--- src/rtl/sact_ram.sv ---
`default_nettype none
// ----------------------------------------------------------------------------
// sact_ram
// Generic single-port RAM with registered read.
// ----------------------------------------------------------------------------
module sact_ram #(
    parameter int WIDTH = 8,
    parameter int DEPTH = 16
) (
    input  wire                     i_clk,
    input  wire                     i_we,
    input  wire [$clog2(DEPTH)-1:0] i_addr,
    input  wire [WIDTH-1:0]         i_wdata,
    output logic [WIDTH-1:0]        o_rdata
);
    logic [WIDTH-1:0] r_mem [DEPTH];

    always_ff @(posedge i_clk) begin
        if (i_we) begin
            r_mem[i_addr] <= i_wdata;
        end
        o_rdata <= r_mem[i_addr];
    end
endmodule
`default_nettype wire

--- config.mk ---
export PLATFORM = sky130hd
export DESIGN_NAME = sact_ram
export DESIGN_NICKNAME = d
export VERILOG_FILES = /design/src/rtl/sact_ram.sv
export SDC_FILE = /design/constraint.sdc
export NUM_CORES = 1
export LEC_CHECK = 0
export BUFFER_PORTS_ARGS = -buffer_cell sky130_fd_sc_hd__buf_2
export CAP_MARGIN = 20
export CORE_MARGIN = 4
export CORE_UTILIZATION = 55
export CTS_CLUSTER_SIZE = 28
export DETAILED_ROUTE_END_ITERATION = 10
export PLACE_DENSITY = 0.72
export SLEW_MARGIN = 20
export SYNTH_ARGS = -nofsm -noshare
export SYNTH_HDL_FRONTEND = slang
export SYNTH_SLANG_ARGS = --single-unit
--- constraint.sdc ---
create_clock -name i_clk -period 2.1 [get_ports i_clk]
set_clock_uncertainty 0.15 [all_clocks]
set_input_delay 0.21 -clock i_clk [delete_from_list [all_inputs] [get_ports i_clk]]
set_output_delay 0.21 -clock i_clk [all_outputs]
set_load 0.03 [all_outputs]
==> flow_summary.toml <==
[clock_tree]
ctsLongestPathBuffers = 2
cts-hold-fix-buffers = 8
cts_resized = 0
clock_sink_count = 136
ctsRootBufferMaster = "sky130_fd_sc_hd__clkbuf_8"
cts.repair_timing.setup_buffer_count = 0
cts_tree = "done"
cts_buffers = 17
cts_h_tree_lvls = 4
clk_pin_slew_worst_paths_ns = 0.06
clock_latency_ns = 0.51

[power]
sw_frac_of_total_pct = 19.8
power.share.combinational_pct = 5.3
pwr-share-clk_pct = 47.6
cellInternalPower_mw = 5.21
seq_power_share_pct = 47.0
p_leak_nw = 2.11
powerDensity_nw_per_um2 = 1050
vdd_ir_drop_max_mv = 0.651
power_switching_mw = 1.29

[synth]
yosys.cell_count.top_type = "sky130_fd_sc_hd__edfxtp_1"
synth_largest_type_area_fraction_pct = 75.9
ys_async_sr_fraction_pct = 0
synthesis.area_um2 = 5070
synth_edf_count = 128
ys_seq_elements = 136
synth_fp_nets = 244
synth.avg_cell_area_um2 = 22.0
syn-instance-count = 230
ys_types = 18
yosys-top-cells-count = "sky130_fd_sc_hd__edfxtp_1 (128), sky130_fd_sc_hd__mux4_2 (32), sky130_fd_sc_hd__a22oi_1 (16)"
netlist_top_cells_area = "sky130_fd_sc_hd__edfxtp_1 (76%), sky130_fd_sc_hd__mux4_2 (14%), sky130_fd_sc_hd__dfxtp_1 (3.2%)"
yosysSeqAreaShare_pct = 79.0
yosysWarnings = 0
yosys_most_used_dff = "sky130_fd_sc_hd__edfxtp_1"
synth_top_area_cell = "sky130_fd_sc_hd__edfxtp_1"

[timing]
timing.setup.tns_ns = 0
relative_max_transition_margin_pct = 67.8
setup_repair_after_global_routing_missed_its_margin = "no"
timing.final.max_slew_violations = 0
crit_path_time_final_ns = 1.55
report.final.hold_viol_count = 0
actual_transition_at_the_worst_max_transition_pin_ns = 0.483
setup_viol_count_final = 0
layout_worst_path_cycle_share_pct = 73.9
max_freq_ghz = 0.645

[place]
placed_cells = 375
weighted_congestion_at_the_end_of_routability_driven_global_placement = 0.810
hpwl_um = 6340
io_buffer_count = 21

[detailed_routing]
detail_route.vias_per_cell = 6.27
detail_route.wl_per_cell_um = 25.2
drt_first_iter_violations = 322
antenna_left = 0
vias = 2603
remaining_drc_errors = 0
first_pass_iters = 6
detail_route.wirelength_um = 10500

[critical_path]
r2r_cells = 3
reg2reg_to = "o_rdata[3]$_DFF_P_"
cp_slowest_cell = "sky130_fd_sc_hd__mux4_2"
start_kind = "flip-flop"
crit_arrival_ns = 1.79
critical_path_required_ns = 2.34
critPathKind = "reg -> reg"
crit_path_cell_trace = "mux4_2 -> a22oi_1 -> nand2_1"
worstPathMaxFanout = 1
worst-r2r-setup-slack_ns = 0.55
reg2reg_from = "r_mem[3][3]$_DFFE_PP_"
crit_path_end_kind = "flip-flop"
max_stage_delay_ns = 0.51

[global_routing]
global_route.usage.total_pct = 21.2
grt_antenna_before_repair = 0
vias_in_the_first_global_route = 2709
globalRoute.totalOverflow = 0
grt_first_pass_wirelength_um = 16400
grt_max_degree = 18

[flow_run]
maximum_capacitance_violations = 0

[floorplan]
die_y_um = 104
start_util_pct = 57.3
die_footprint_um2 = 10800
die_width_um = 104
i_o_pin_count = 22
fp-row-count = 34
core_box_area_um2 = 8850

[min_path]
timing.hold.worst.start = "i_addr[3]"
timing.hold.worst.class = "in -> reg"
hold-path-endpoint = "o_rdata[2]$_DFF_P_"
hold_depth = 5

[layout]
instances_no_fill = 415
flow.area_growth_from_synthesis_pct = 22.5
layout-drive-gt1-share_pct = 36.2
nNetsFinal = 308
n_antenna_cell = 0
fillCellCount = 526

[run_status]
outcome = "completed"
-- cell usage in the layout (no fill, tap or decap), types with 4 or more instances in the layout --
cell	n
sky130_fd_sc_hd__a22oi_1	16
sky130_fd_sc_hd__buf_12	4
sky130_fd_sc_hd__buf_2	21
sky130_fd_sc_hd__buf_4	23
sky130_fd_sc_hd__bufinv_16	4
sky130_fd_sc_hd__clkbuf_16	16
sky130_fd_sc_hd__clkbuf_8	4
sky130_fd_sc_hd__dfxtp_1	8
sky130_fd_sc_hd__dlygate4sd3_1	8
sky130_fd_sc_hd__edfxtp_1	128
sky130_fd_sc_hd__mux4_2	32
sky130_fd_sc_hd__nand2_1	9
sky130_fd_sc_hd__nor2_1	13
sky130_fd_sc_hd__nor3_1	4
-- power by group through the flow --
stage	registers, mW	logic (mW)	clock network (mW)
after detailed placement	3.11	0.332	0
after CTS	3.06	0.350	3.13
after global routing	3.06	0.371	3.28
after global placement	3.11	0.328	0
final	3.06	0.347	3.09
after floorplan	3.14	0.156	0
-- final cells by class --
cell class                      count  area (µm²)  share of cell area [%]
Clock buffer                       22         463                    7.46
Clock inverter                     10         166                    2.68
Multi-Input combinational cell     83        1000                    16.2
Sequential cell                   136        4000                    64.5
Tap cell                          108         135                    2.18
Timing Repair Buffer               56         438                    7.05
-- sequential cells by signal, indices dropped and copies added, names as in the netlist --
signal	flops
r_mem	128
o_rdata	8
-- worst max-delay path by stage --
stage | start | slack (ns) | cells after the start | endpoint
finish | r_mem[3][3]$_DFFE_PP_ | 0.55 | 3 | o_rdata[3]$_DFF_P_
global route | r_mem[3][3]$_DFFE_PP_ | 0.51 | 3 | o_rdata[3]$_DFF_P_
CTS | r_mem[11][5]$_DFFE_PP_ | 0.56 | 3 | o_rdata[5]$_DFF_P_
detailed placement | i_addr[0] | 0.20 | 5 | o_rdata[2]$_DFF_P_
global placement | i_addr[0] | 0.20 | 5 | o_rdata[5]$_DFF_P_
floorplan | i_addr[2] | 0.25 | 2 | r_mem[0][0]$_DFFE_PP_
-- critical path, delay by kind of cell, from the launching register on --
kind,cells,cell delay [ns]
muxes,1,0.51
DFF,1,0.38
AOI/OAI and AO/OA,1,0.27
and+or+nand+nor,1,0.12
-- cells by family after synthesis --
family	synth area share, %
DFF	79.0
and+or+nand+nor	3.21
AOI/OAI and AO/OA	2.37
buffers and inverters	1.19
muxes	14.2
-- routing by layer --
metal  part of all wire, %  GRT usage, %  vias to the layer above
met5                     0             0                        -
met4                   2.8          8.93                        0
met3                   6.9          6.95                       29
met2                    51          33.3                      142
met1                    39          27.4                     1341
li1                      -             -                     1091
-- metrics by stage --
stage | total power [mW] | setup slack [ns] | area [µm²] | util, % | hold slack (ns)
floorplan | 3.30 | 0.247 | 5070 | - | 0.159
global route | 6.71 | 0.511 | 6210 | 70.2 | 0.173
CTS | 6.53 | 0.559 | 6210 | 70.2 | 0.149
detailed placement | 3.44 | 0.196 | 5500 | 62.2 | 0.454
global placement | 3.44 | 0.205 | 5500 | 62.2 | 0.457
finish | 6.50 | 0.549 | 6210 | 70.2 | 0.179
No activity file was read; power rests on OpenSTA's default activity.
